===== config.mk =====
export PLATFORM = sky130hd
export DESIGN_NAME = uart_fifo_register_block
export DESIGN_NICKNAME = d
export VERILOG_FILES = /design/src/rtl/core/ufrb_pkg.sv /design/src/rtl/core/ufrb_ram.sv /design/src/rtl/core/ufrb_fifo_ptr.sv /design/src/rtl/core/uart_fifo_register_block.sv
export SDC_FILE = /design/constraint.sdc
export NUM_CORES = 1
export LEC_CHECK = 0
export ABC_AREA = 0
export BUFFER_PORTS_ARGS = -buffer_cell sky130_fd_sc_hd__clkbuf_2
export CELL_PAD_IN_SITES_DETAIL_PLACEMENT = 1
export CELL_PAD_IN_SITES_GLOBAL_PLACEMENT = 1
export CORE_AREA = 2 2 208 210
export CTS_CLUSTER_SIZE = 30
export DETAILED_ROUTE_END_ITERATION = 7
export DIE_AREA = 0 0 210 212
export HOLD_SLACK_MARGIN = 0.05
export PLACE_DENSITY_LB_ADDON = 0.1
export SLEW_MARGIN = 20
export SYNTH_ARGS = -nofsm -noshare
export SYNTH_HDL_FRONTEND = slang
export SYNTH_SLANG_ARGS = --single-unit

===== constraint.sdc =====
create_clock -name clk -period 5.4 [get_ports clk]
set_clock_uncertainty 0.1 [all_clocks]
set_input_delay 1.08 -clock clk [delete_from_list [all_inputs] [get_ports clk]]
set_output_delay 1.08 -clock clk [all_outputs]
set_load 0.01 [all_outputs]

===== src/rtl/core/ufrb_pkg.sv =====
// Shared constants, codes and payload types for the serial FIFO register block.
`timescale 1ns / 1ps
`default_nettype none
package ufrb_pkg;

  localparam int FIFO_DEPTH = 16;
  localparam int HALF_LEVEL = 8;
  localparam int PTR_SPAN   = 2 * FIFO_DEPTH;
  localparam int PTR_W      = $clog2(PTR_SPAN);
  localparam int ADDR_W     = $clog2(FIFO_DEPTH);
  localparam int CHAR_W     = 9;
  localparam int WORD_W     = 16;
  localparam int RETRY_W    = 8;

  localparam logic [WORD_W-1:0] STAT_RBF = 16'h0001;
  localparam logic [WORD_W-1:0] STAT_TE  = 16'h0002;
  localparam logic [WORD_W-1:0] STAT_THE = 16'h0004;
  localparam logic [WORD_W-1:0] STAT_RHF = 16'h0100;
  localparam logic [WORD_W-1:0] STAT_TF  = 16'h0200;
  localparam logic [WORD_W-1:0] CT_RXEN  = 16'h0100;

  typedef enum logic [1:0] {
    OP_BUS_READ  = 2'd0,
    OP_BUS_WRITE = 2'd1,
    OP_LINE_RX   = 2'd2,
    OP_TX_SLOT   = 2'd3
  } op_t;

  typedef enum logic [3:0] {
    REG_BAUD     = 4'd0,
    REG_TX_DATA  = 4'd1,
    REG_RX_DATA  = 4'd2,
    REG_CTL      = 4'd3,
    REG_IRQ_EN   = 4'd4,
    REG_STA      = 4'd5,
    REG_GUARD    = 4'd6,
    REG_TMO      = 4'd7,
    REG_TX_FLUSH = 4'd8,
    REG_RX_FLUSH = 4'd9,
    REG_RETRY    = 4'd10
  } reg_idx_t;

  typedef struct packed {
    logic [1:0]        operation;
    logic [3:0]        reg_index;
    logic [WORD_W-1:0] write_data;
    logic [CHAR_W-1:0] line_char;
  } ufrb_in_t;

  typedef struct packed {
    logic [WORD_W-1:0] read_data;
    logic              irq;
    logic              tx_valid;
    logic [CHAR_W-1:0] tx_char;
    logic              rx_running;
    logic              tx_running;
    logic              rx_dropped;
  } ufrb_out_t;

  typedef struct packed {
    logic push;
    logic pop;
    logic clr;
  } fifo_cmd_t;

  typedef struct packed {
    logic [PTR_W-1:0]  level;
    logic [PTR_W-1:0]  level_nxt;
    logic [ADDR_W-1:0] wr_slot;
    logic [ADDR_W-1:0] rd_slot;
  } fifo_stat_t;

endpackage
`default_nettype wire


===== src/rtl/core/ufrb_ram.sv =====
// Generic single-write, single-read RAM with registered read data.
`timescale 1ns / 1ps
`default_nettype none
module ufrb_ram #(
  parameter int WIDTH = 9,
  parameter int DEPTH = 16,
  localparam int AW = $clog2(DEPTH)
) (
  input  wire logic             clk,
  input  wire logic             wr_en,
  input  wire logic [AW-1:0]    wr_addr,
  input  wire logic [WIDTH-1:0] wr_data,
  input  wire logic             rd_en,
  input  wire logic [AW-1:0]    rd_addr,
  output logic      [WIDTH-1:0] rd_data
);

  logic [WIDTH-1:0] mem [DEPTH];

  always_ff @(posedge clk) begin
    if (wr_en) begin
      mem[wr_addr] <= wr_data;
    end
    if (rd_en) begin
      rd_data <= mem[rd_addr];
    end
  end

endmodule
`default_nettype wire


===== src/rtl/core/ufrb_fifo_ptr.sv =====
// FIFO pointer pair: write/read pointers, fill level and memory slots.
`timescale 1ns / 1ps
`default_nettype none
module ufrb_fifo_ptr (
  input  wire logic                clk,
  input  wire logic                rst_n,
  input  wire ufrb_pkg::fifo_cmd_t cmd,
  output ufrb_pkg::fifo_stat_t     stat
);
  import ufrb_pkg::*;

  localparam logic [PTR_W-1:0] SPAN_T = PTR_W'(PTR_SPAN);
  localparam logic [PTR_W-1:0] LAST_P = PTR_W'(PTR_SPAN - 1);
  localparam logic [PTR_W-1:0] DEPTH_P = PTR_W'(FIFO_DEPTH);

  logic [PTR_W-1:0] wp_r, wp_nxt;
  logic [PTR_W-1:0] rp_r, rp_nxt;

  function automatic logic [PTR_W-1:0] fill(input logic [PTR_W-1:0] w,
                                            input logic [PTR_W-1:0] r);
    // SPAN_T wraps to zero when the span is a power of two; the sum wraps too.
    if (w >= r) begin
      return w - r;
    end
    return w - r + SPAN_T;
  endfunction

  function automatic logic [PTR_W-1:0] step(input logic [PTR_W-1:0] p);
    return (p == LAST_P) ? '0 : p + PTR_W'(1);
  endfunction

  function automatic logic [ADDR_W-1:0] slot(input logic [PTR_W-1:0] p);
    logic [PTR_W-1:0] s;
    s = (p >= DEPTH_P) ? p - DEPTH_P : p;
    return s[ADDR_W-1:0];
  endfunction

  always_comb begin
    wp_nxt = wp_r;
    rp_nxt = rp_r;
    if (cmd.clr) begin
      wp_nxt = '0;
      rp_nxt = '0;
    end else begin
      if (cmd.push) begin
        wp_nxt = step(wp_r);
      end
      if (cmd.pop) begin
        rp_nxt = step(rp_r);
      end
    end
  end

  always_ff @(posedge clk) begin
    if (!rst_n) begin
      wp_r <= '0;
      rp_r <= '0;
    end else begin
      wp_r <= wp_nxt;
      rp_r <= rp_nxt;
    end
  end

  assign stat.level     = fill(wp_r, rp_r);
  assign stat.level_nxt = fill(wp_nxt, rp_nxt);
  assign stat.wr_slot   = slot(wp_r);
  assign stat.rd_slot   = slot(rp_r);

endmodule
`default_nettype wire


===== src/rtl/core/uart_fifo_register_block.sv =====
// Top level: register file, FIFO control and result pipeline of the serial controller.
`timescale 1ns / 1ps
`default_nettype none
// Register side of a serial controller with a 16-entry transmit FIFO and a
// 16-entry receive FIFO, 9-bit characters. Each input item is a bus read, a
// bus write, a character from the line or a transmit slot; each item yields
// exactly one result item, in order. The block takes one item every cycle:
// unless the output stalls: all register, pointer and status updates happen
// in the cycle an item is accepted; its result passes through the registered
// read of the FIFO memory and an output register. The output register lets
// the block keep accepting while a finished result waits to be taken; with
// the output stalled it holds two items before it drops in_ready. Status
// bits follow the FIFO levels (RHF is set but a RXBUF read never clears it),
// and irq is (status AND interrupt enable) != 0 after the item. The FIFO
// storage needs no clearing after reset: only entries that were pushed are
// ever popped.
module uart_fifo_register_block (
  input  wire logic                clk,
  input  wire logic                rst_n,
  input  wire logic                in_valid,
  output logic                     in_ready,
  input  wire ufrb_pkg::ufrb_in_t  in_data,
  output logic                     out_valid,
  input  wire logic                out_ready,
  output ufrb_pkg::ufrb_out_t      out_data
);
  import ufrb_pkg::*;

  // Result fields that are known at acceptance; FIFO data joins in the output register.
  typedef struct packed {
    logic [WORD_W-1:0] read_data;
    logic              rx_from_ram;
    logic              irq;
    logic              tx_valid;
    logic              rx_running;
    logic              tx_running;
    logic              rx_dropped;
  } stage_t;

  localparam logic [PTR_W-1:0] DEPTH_P = PTR_W'(FIFO_DEPTH);

  // Register file
  logic [WORD_W-1:0]  status_r, status_nxt;
  logic [WORD_W-1:0]  ctl_r, ctl_nxt;
  logic [WORD_W-1:0]  inten_r, inten_nxt;
  logic [WORD_W-1:0]  baud_r, baud_nxt;
  logic [CHAR_W-1:0]  guard_r, guard_nxt;
  logic [CHAR_W-1:0]  tmo_r, tmo_nxt;
  logic [RETRY_W-1:0] retry_r, retry_nxt;
  logic               rx_run_r, rx_run_nxt;
  logic               tx_run_r, tx_run_nxt;

  // Pipeline
  logic   s1_valid_r;
  stage_t s1_r, s1_nxt;
  logic   out_valid_r;
  ufrb_out_t out_r;

  logic accept;
  logic s1_move;

  fifo_cmd_t  tx_cmd, rx_cmd;
  fifo_stat_t tx_stat, rx_stat;

  logic [CHAR_W-1:0] tx_rd_data, rx_rd_data;

  op_t      op;
  reg_idx_t idx;

  assign op  = op_t'(in_data.operation);
  assign idx = reg_idx_t'(in_data.reg_index);

  // Advance stage 1 into the output register whenever that register frees up.
  assign s1_move  = s1_valid_r && (!out_valid_r || out_ready);
  assign in_ready = !s1_valid_r || s1_move;
  assign accept   = in_valid && in_ready;

  // FIFO commands depend only on current levels, never on updated ones.
  always_comb begin
    tx_cmd = '0;
    rx_cmd = '0;
    if (accept) begin
      unique case (op)
        OP_BUS_READ: begin
          rx_cmd.pop = (idx == REG_RX_DATA) && (rx_stat.level != '0);
        end
        OP_BUS_WRITE: begin
          tx_cmd.push = (idx == REG_TX_DATA) && (tx_stat.level < DEPTH_P);
          tx_cmd.clr  = (idx == REG_TX_FLUSH);
          rx_cmd.clr  = (idx == REG_RX_FLUSH);
        end
        OP_LINE_RX: begin
          rx_cmd.push = (rx_stat.level < DEPTH_P);
        end
        OP_TX_SLOT: begin
          tx_cmd.pop = (tx_stat.level != '0);
        end
        default: begin
        end
      endcase
    end
  end

  ufrb_fifo_ptr u_tx_ptr (
    .clk  (clk),
    .rst_n(rst_n),
    .cmd  (tx_cmd),
    .stat (tx_stat)
  );

  ufrb_fifo_ptr u_rx_ptr (
    .clk  (clk),
    .rst_n(rst_n),
    .cmd  (rx_cmd),
    .stat (rx_stat)
  );

  // Push and pop never touch the same entry in one cycle; a pop one item
  // after a push reads the entry already written.
  ufrb_ram #(.WIDTH(CHAR_W), .DEPTH(FIFO_DEPTH)) u_tx_ram (
    .clk    (clk),
    .wr_en  (tx_cmd.push),
    .wr_addr(tx_stat.wr_slot),
    .wr_data(in_data.write_data[CHAR_W-1:0]),
    .rd_en  (tx_cmd.pop),
    .rd_addr(tx_stat.rd_slot),
    .rd_data(tx_rd_data)
  );

  ufrb_ram #(.WIDTH(CHAR_W), .DEPTH(FIFO_DEPTH)) u_rx_ram (
    .clk    (clk),
    .wr_en  (rx_cmd.push),
    .wr_addr(rx_stat.wr_slot),
    .wr_data(in_data.line_char),
    .rd_en  (rx_cmd.pop),
    .rd_addr(rx_stat.rd_slot),
    .rd_data(rx_rd_data)
  );

  // Register updates and the early part of the result.
  always_comb begin
    status_nxt = status_r;
    ctl_nxt    = ctl_r;
    inten_nxt  = inten_r;
    baud_nxt   = baud_r;
    guard_nxt  = guard_r;
    tmo_nxt    = tmo_r;
    retry_nxt  = retry_r;
    rx_run_nxt = rx_run_r;
    tx_run_nxt = tx_run_r;
    s1_nxt     = '0;

    unique case (op)
      OP_BUS_READ: begin
        unique case (idx)
          REG_BAUD:    s1_nxt.read_data = baud_r;
          REG_RX_DATA: begin
            s1_nxt.rx_from_ram = rx_cmd.pop;
            if (rx_stat.level_nxt == '0) begin
              status_nxt = status_nxt & ~STAT_RBF;
            end
            if (int'(rx_stat.level_nxt) >= HALF_LEVEL) begin
              status_nxt = status_nxt | STAT_RHF;
            end
            if ((ctl_r & CT_RXEN) != '0) begin
              rx_run_nxt = 1'b1;
            end
          end
          REG_CTL:     s1_nxt.read_data = ctl_r;
          REG_IRQ_EN:  s1_nxt.read_data = inten_r;
          REG_STA:     s1_nxt.read_data = status_r;
          REG_GUARD:   s1_nxt.read_data = WORD_W'(guard_r);
          REG_TMO:     s1_nxt.read_data = WORD_W'(tmo_r);
          REG_RETRY:   s1_nxt.read_data = WORD_W'(retry_r);
          default:     s1_nxt.read_data = '0;
        endcase
      end
      OP_BUS_WRITE: begin
        unique case (idx)
          REG_BAUD: baud_nxt = in_data.write_data;
          REG_TX_DATA: begin
            // A full FIFO ignores the character but still updates flags.
            status_nxt = status_nxt & ~STAT_TE;
            if (int'(tx_stat.level_nxt) > FIFO_DEPTH - HALF_LEVEL) begin
              status_nxt = status_nxt & ~STAT_THE;
            end
            if (tx_stat.level_nxt == DEPTH_P) begin
              status_nxt = status_nxt | STAT_TF;
            end else begin
              status_nxt = status_nxt & ~STAT_TF;
            end
            tx_run_nxt = 1'b1;
          end
          REG_CTL: begin
            ctl_nxt = in_data.write_data;
            if ((in_data.write_data & CT_RXEN) != '0) begin
              rx_run_nxt = 1'b1;
            end
          end
          REG_IRQ_EN:   inten_nxt  = in_data.write_data;
          REG_STA:      status_nxt = in_data.write_data;
          REG_GUARD:    guard_nxt  = in_data.write_data[CHAR_W-1:0];
          REG_TMO:      tmo_nxt    = in_data.write_data[CHAR_W-1:0];
          REG_TX_FLUSH: status_nxt = (status_nxt | STAT_TE | STAT_THE) & ~STAT_TF;
          REG_RX_FLUSH: status_nxt = status_nxt & ~(STAT_RHF | STAT_RBF);
          REG_RETRY:    retry_nxt  = in_data.write_data[RETRY_W-1:0];
          default: begin
          end
        endcase
      end
      OP_LINE_RX: begin
        // Drop the character when full; level flags still refresh.
        s1_nxt.rx_dropped = !rx_cmd.push;
        if (rx_cmd.push && (rx_stat.level == DEPTH_P - PTR_W'(1))) begin
          rx_run_nxt = 1'b0;
        end
        if (rx_stat.level_nxt != '0) begin
          if (int'(rx_stat.level_nxt) >= HALF_LEVEL) begin
            status_nxt = status_nxt | STAT_RHF;
          end
          status_nxt = status_nxt | STAT_RBF;
        end
      end
      OP_TX_SLOT: begin
        s1_nxt.tx_valid = tx_cmd.pop;
        if (tx_stat.level_nxt == '0) begin
          status_nxt = status_nxt | STAT_TE;
          tx_run_nxt = 1'b0;
        end
        if (int'(tx_stat.level_nxt) <= HALF_LEVEL) begin
          status_nxt = status_nxt | STAT_THE;
        end
        if (tx_stat.level_nxt < DEPTH_P) begin
          status_nxt = status_nxt & ~STAT_TF;
        end
      end
      default: begin
      end
    endcase

    s1_nxt.irq        = ((status_nxt & inten_nxt) != '0);
    s1_nxt.rx_running = rx_run_nxt;
    s1_nxt.tx_running = tx_run_nxt;
  end

  // Commit register updates only for accepted items.
  always_ff @(posedge clk) begin
    if (!rst_n) begin
      status_r <= '0;
      ctl_r    <= '0;
      inten_r  <= '0;
      baud_r   <= '0;
      guard_r  <= '0;
      tmo_r    <= '0;
      retry_r  <= '0;
      rx_run_r <= 1'b0;
      tx_run_r <= 1'b0;
    end else if (accept) begin
      status_r <= status_nxt;
      ctl_r    <= ctl_nxt;
      inten_r  <= inten_nxt;
      baud_r   <= baud_nxt;
      guard_r  <= guard_nxt;
      tmo_r    <= tmo_nxt;
      retry_r  <= retry_nxt;
      rx_run_r <= rx_run_nxt;
      tx_run_r <= tx_run_nxt;
    end
  end

  // Stage 1: hold the early result while the RAM read completes. The RAM
  // data stays put while stage 1 stalls, since no new read issues until
  // stage 1 moves on.
  always_ff @(posedge clk) begin
    if (!rst_n) begin
      s1_valid_r <= 1'b0;
    end else if (accept) begin
      s1_valid_r <= 1'b1;
    end else if (s1_move) begin
      s1_valid_r <= 1'b0;
    end
  end

  always_ff @(posedge clk) begin
    if (accept) begin
      s1_r <= s1_nxt;
    end
  end

  // Output register: merge FIFO data into the result.
  always_ff @(posedge clk) begin
    if (!rst_n) begin
      out_valid_r <= 1'b0;
    end else if (s1_move) begin
      out_valid_r <= 1'b1;
    end else if (out_ready) begin
      out_valid_r <= 1'b0;
    end
  end

  always_ff @(posedge clk) begin
    if (s1_move) begin
      out_r.read_data  <= s1_r.rx_from_ram ? WORD_W'(rx_rd_data) : s1_r.read_data;
      out_r.irq        <= s1_r.irq;
      out_r.tx_valid   <= s1_r.tx_valid;
      out_r.tx_char    <= s1_r.tx_valid ? tx_rd_data : '0;
      out_r.rx_running <= s1_r.rx_running;
      out_r.tx_running <= s1_r.tx_running;
      out_r.rx_dropped <= s1_r.rx_dropped;
    end
  end

  assign out_valid = out_valid_r;
  assign out_data  = out_r;

endmodule
`default_nettype wire


==> results of run 1 <==
==> sequential cells by signal, summed over array words and instances, names as in the netlist, 16 cells and up <==
name / cells
baud_r: 16
ctl_r: 16
inten_r: 16
out_data: 30
s1_r: 22
status_r: 16
u_rx_ram.mem: 144
u_tx_ram.mem: 144
==> cells by family after synthesis <==
kind of cell / Yosys count
xor gates and xnor gates: 12
AOI/OAI and AO/OA: 254
and+or+nand+nor: 423
DFF: 472
buffers and inverters: 107
adders and majority gates: 32
muxes: 106
==> final cells by class <==
cell class | count | area, um2
fill | 4155 | 19900
sequential | 472 | 13000
multi-input combinational | 827 | 6350
clock buffer | 64 | 1320
timing repair buffer | 118 | 721
tap | 546 | 683
clock inverter | 29 | 338
inverter | 27 | 103
antenna | 1 | 2.50
==> power groups by stage <==
stage                     clock network (mW)  logic [mW]  registers, mW
after floorplan                            0       0.102           4.02
after global placement                     0       0.215           4.02
after detailed placement                   0       0.220           4.02
after CTS                               3.53       0.220           3.94
after global routing                    3.65       0.240           3.95
final                                   3.47       0.220           3.95
==> worst max-delay path, stage by stage (launching register included) <==
cell       delay [ps]
dfxtp_1           360
inv_1             140
ha_1              180
inv_1              50
fa_1              400
a21o_1            210
a21oi_2           180
xor3_1            300
o31ai_4           220
buf_4             190
buf_4             120
nor3_1             40
a21oi_1           200
nor2_1             60
ha_1              310
and2_1            180
nor4bb_1          130
a311o_1           360
a22oi_2           200
nor3b_1            80
o21bai_1          200
a32oi_1           130
a311oi_1          230
o2111ai_1         150
==> stage by stage <==
step / power (mW) / instances / setup slack, ps
floorplan: 4.12 / 1406 / 40.4
global placement: 4.24 / 1987 / 244
detailed placement: 4.24 / 1987 / 93.8
CTS: 7.69 / 2080 / 196
global route: 7.84 / 2083 / 7.58
finish: 7.63 / 2084 / 400
==> timing repair <==
action	4_1_cts	5_1_grt
resized for setup	0	5
setup endpoints to repair	0	1
setup buffers	0	3
==> metal layers <==
| layer | vias up | wire length, um | GRT usage |
|---|---|---|---|
| met3 | 81 | 2580 | 0.0360 |
| met5 | - | 0 | 0 |
| met2 | 331 | 24300 | 0.382 |
| li1 | 5543 | - | - |
| met4 | 0 | 1560 | 0.0795 |
| met1 | 6381 | 24300 | 0.353 |
==> final timing paths <==
kind               startpoint     endpoint  depth (start not counted)
max reg2reg  u_tx_ptr.wp_r[0]      s1_r[4]                         23
min reg2reg           s1_r[1]  out_data[1]                          0
min                   s1_r[1]  out_data[1]                          0
max          u_tx_ptr.wp_r[0]      s1_r[4]                         23
==> cells in the mapped netlist, types with 18 or more instances <==
| cell | number | area, um2 |
|---|---|---|
| dfxtp_1 | 114 | 2280 |
| and3_1 | 18 | 113 |
| a22oi_1 | 35 | 263 |
| ha_1 | 30 | 375 |
| inv_1 | 26 | 97.6 |
| edfxtp_1 | 358 | 10800 |
| nor2_1 | 71 | 267 |
| a21oi_1 | 117 | 586 |
| and2_1 | 20 | 125 |
| o21ai_0 | 22 | 110 |
| mux4_2 | 90 | 2030 |
| nand2_1 | 212 | 796 |
| clkbuf_1 | 61 | 229 |
| o22ai_1 | 18 | 113 |
| nor3_1 | 26 | 130 |
==> reports/qor.txt, run 1 <==
initial core utilization - 0.465
Clk pwr share - 0.454
WL per Instance - 25.3 um
ys flop type - edfxtp_1
Port Buffers - 66
gp weighted congestion - 0.853
Cells after Synth - 1406
Sequential Power Share - 0.517
Synth Area in Simple Gates - 0.0989
number of global-route vias before repair - 12800
Adder-Cell Fraction of Synth Area - 0.0210
Layout area overhead - 14.3%
sequential-to-total area share from yosys stat - 0.660
netlist area before placement - 19700 um2
Root Driver - clkbuf_16
Clk pin slew, worst setup/hold paths - 60 ps
Slew Limit Fails - 0
DR pass1 iterations - 8
CP Capture Type - flip-flop
Util after Layout - 0.531
share of layout cells above drive strength 1 - 0.209
Pwr Density - 338 nW/um2
maximum vdd drop - 384 uV
Skew-Pair Late Insertion Delay - 600 ps
setup violators final - 0
syn_nets - 1473
GR Overflow Total - 0
commonest non-fill, non-tap cell in the layout - edfxtp_1
Hold Buf Count CTS - 0
first-pass GRT wire length - 80200 um
Max-Slew Margin vs Limit - 0.259
Reg2Reg Setup Slack - 400 ps
clock buffer depth - 3
Leak - 7.43 nW
number of flops mapped to enable cells by yosys - 358
H-tree depth reported by CTS - 2
flops & latches, synth - 472
vias after detailed routing - 12300
final hold slack - 340 ps
startpoint types - flip-flop
Final ANT Viol Nets - 0
Die Y-Extent - 212 um
I/O pin total - 67
Post-DP HPWL - 34600 um
Die W - 210 um
TritonCTS Buffers - 50
critical setup path kind - reg2reg
largest net degree at the start of global routing - 64
total net switching power - 1.62 mW
Cell Area, Placed - 20900 um2
Tmin final - 5000 ps
count of cell types in the netlist - 73
Gate power share - 0.029
vias per cell - 5.92
die area - 44500 um2
largest family of logic cells by synthesized area - multiplexers
max cap viols - 0
WP data required - 5620 ps
Crit Path Max Fanout - 8
drt initial violations - 1029
RSZ-0062 raised after global routing - false
cell-internal power - 6.01 mW
TritonCTS clock tree - built
CTS Sinks - 472
syn_area_per_cell - 14.0 um2
core footprint - 42500 um2
initial antenna violation count - 2
post-synthesis mux area share - 0.111
TNS Setup - 0 ps
Hold Crit Class - reg2reg
fraction of the mapped netlist area in compound gates - 0.0809
GR Util All Layers - 0.243
most frequent cells in the layout - edfxtp_1, nand2_1, a21oi_1, dfxtp_1, mux4_2
post-route DRC violation count - 0
post-route cell area - 22600 um2
FFs w/ async S/R, synth - 0
routed wire length - 52800 um
worst slew pin tran - 1110 ps
Sw Share - 0.212
xor/xnor share of the synthesized area - 0.00608
# rows - 76
Tcrit/Tclk final - 0.926
Final Hold Vio Count - 0
highest clock rate - 200 MHz
nets - 1563
crit path DAT - 5220 ps
Ys Warns - 0
run status - finished, final reports clean
No activity file was read; power rests on OpenSTA's default activity.
==> run 2: changes to the inputs <==
CORE_AREA = 2 2 204 206   (was 2 2 208 210)
CTS_BUF_LIST = sky130_fd_sc_hd__clkbuf_8   (was default)
DIE_AREA = 0 0 206 208   (was 0 0 210 212)
clock period = 4.1 ns   (was 5.4 ns; I/O delays follow)
==> reports/qor.txt, run 2 (same netlist as run 1, synthesis figures left out) <==
fill count - 3971 (-4.4%)
Root Driver - clkbuf_8
crit path DAT - 4960 ps (-260 ps)
vias per cell - 5.81 (-1.9%)
WP data required - 4400 ps (-1220 ps)
WL per Instance - 24.9 um (-1.6%)
Max stage delay on crit path - 340 ps (-60 ps)
Leak - 8.15 nW (+9.7%)
drt initial violations - 989 (-3.9%)
Tmin final - 4660 ps (-343 ps)
maximum vdd drop - 300 uV (-22%)
nets - 1716 (+9.8%)
Hold Crit Class - reg2reg
Multi-input gate area - 6710 um2 (+5.5%)
CTS Sinks - 472 (unchanged)
Skew-Pair Late Insertion Delay - 670 ps (+70 ps)
worst slew pin tran - 1020 ps (-92.6 ps)
number of global-route vias before repair - 13900 (+8.4%)
most frequent cells in the layout - edfxtp_1, nand2_1, buf_4, a21oi_1, dfxtp_1
GR Util All Layers - 0.268 (+0.0241)
Slew Limit Fails - 0 (unchanged)
post-route setup slack - -557 ps (-957 ps)
initial antenna violation count - 0 (-2)
run status - finished, violations left
startpoint types - flip-flop
largest net degree at the start of global routing - 49 (-23%)
Clk pin slew, worst setup/hold paths - 60 ps (about the same)
# rows - 74 (-2.6%)
TritonCTS clock tree - built
Layout area overhead - 19.8%
vias after detailed routing - 13000 (+5.5%)
H-tree depth reported by CTS - 3 (+1)
Post-DP HPWL - 36800 um (+6.2%)
gp weighted congestion - 0.871 (+2.0%)
I/O pin total - 67 (unchanged)
Cell Chain, Critical Path - inv_2, ha_4, inv_2, fa_2, a21o_1, a21oi_2, xor3_2, o31ai_4, buf_6, nand2_2, a21o_1, ha_4, nor2b_4, o21a_1, a311o_1, a22oi_2, nor3b_1, o21ai_1, a32oi_1, a311oi_1, o2111ai_1
post-route DRC violation count - 0 (unchanged)
Max-Slew Margin vs Limit - 0.319 (+0.0600)
critical setup path kind - reg2reg
Pwr Density - 399 nW/um2 (+18%)
Clk pwr share - 0.414 (-0.040)
CP top delay family - compound AO/OA/AOI/OAI gates
commonest non-fill, non-tap cell in the layout - edfxtp_1
RSZ-0062 raised after global routing - true
antenna fix cells - 0 (-1)
GR Overflow Total - 0 (unchanged)
Final Hold Vio Count - 0 (unchanged)
Sw Share - 0.227 (+0.0151)
critical path's slowest cell - a311o_1
Total Power - 9.44 mW (+24%)
share of layout cells above drive strength 1 - 0.307 (+0.0985)
dpl ws - -905 ps (-999 ps)
CP Capture Type - flip-flop
Gate power share - 0.036 (+0.007)
clock buffer depth - 3 (unchanged)
Die W - 206 um (-1.9%)
Sequential Area - 13000 um2 (about the same)
core footprint - 40600 um2 (-4.6%)
highest clock rate - 215 MHz (+7.4%)
TritonCTS Buffers - 78 (+56%)
Crit Path Max Fanout - 4 (-4)
cell-internal power - 7.30 mW (+21%)
DR pass1 iterations - 5 (-3)
failing checks - negative setup slack
max cap viols - 0 (unchanged)
first-pass GRT wire length - 84600 um (+5.5%)
Sequential Power Share - 0.550 (+0.033)
Util after Layout - 0.583 (+0.0526)
Die Y-Extent - 208 um (-1.9%)
setup violators final - 5 (+5)
Buf+Inv Stages, Crit Path - 3 (-1)
total net switching power - 2.14 mW (+33%)
Tcrit/Tclk final - 1.14 (+0.210)
Final ANT Viol Nets - 0 (unchanged)
initial core utilization - 0.487 (+0.0224)
TNS Setup - -1070 ps (-1070 ps)
die area - 42800 um2 (-3.8%)
routed wire length - 55800 um (+5.8%)
Port Buffers - 66 (unchanged)
-- run 2: path summary, 6_finish.rpt --
kind	cells past startpoint	start	endpoint	slack, ps
min	0	s1_r[2]	out_data[2]	320
min reg2reg	0	s1_r[2]	out_data[2]	320
max reg2reg	21	u_tx_ptr.wp_r[0]	s1_r[4]	-560
max	21	u_tx_ptr.wp_r[0]	s1_r[4]	-560
-- run 2: cell type report --
type / instances / area share
Clock inverter: 55 / 0.0127
Sequential cell: 472 / 0.551
Tap cell: 532 / 0.0281
Inverter: 27 / 0.00455
Multi-Input combinational cell: 827 / 0.283
Clock buffer: 84 / 0.0489
Timing Repair Buffer: 243 / 0.0712
-- run 2: timing repair --
item	in CTS	in global routing
pin swaps	30	27
setup buffers	22	8
setup endpoints to repair	8	9
hold buffers	0	0
gates resized for setup	43	27
-- run 2: power by group through the flow --
| stage | clock network (mW) | logic [mW] | registers (mW) |
|---|---|---|---|
| after floorplan | 0 | 0.136 | 5.29 |
| after global placement | 0 | 0.319 | 5.29 |
| final | 3.91 | 0.338 | 5.20 |
| after global routing | 4.21 | 0.365 | 5.20 |
| after detailed placement | 0 | 0.327 | 5.30 |
| after CTS | 4.00 | 0.332 | 5.20 |
-- run 2: per-layer routing --
layer / up-vias / routed length [um] / global-route usage
li1: 5851 / - / -
met1: 6676 / 23300 / 0.356
met5: - / 0 / 0
met2: 402 / 27900 / 0.442
met3: 84 / 3160 / 0.0489
met4: 0 / 1470 / 0.0958
-- run 2: per-stage QoR --
| step | cell area, um2 | cells | hold slack (ps) |
|---|---|---|---|
| after floorplan | 19900 | 1406 | 300 |
| after global placement | 21700 | 2075 | 302 |
| final | 23700 | 2240 | 322 |
| after CTS | 23500 | 2235 | 313 |
| after detailed placement | 21700 | 2075 | 308 |
| after global routing | 23700 | 2240 | 338 |
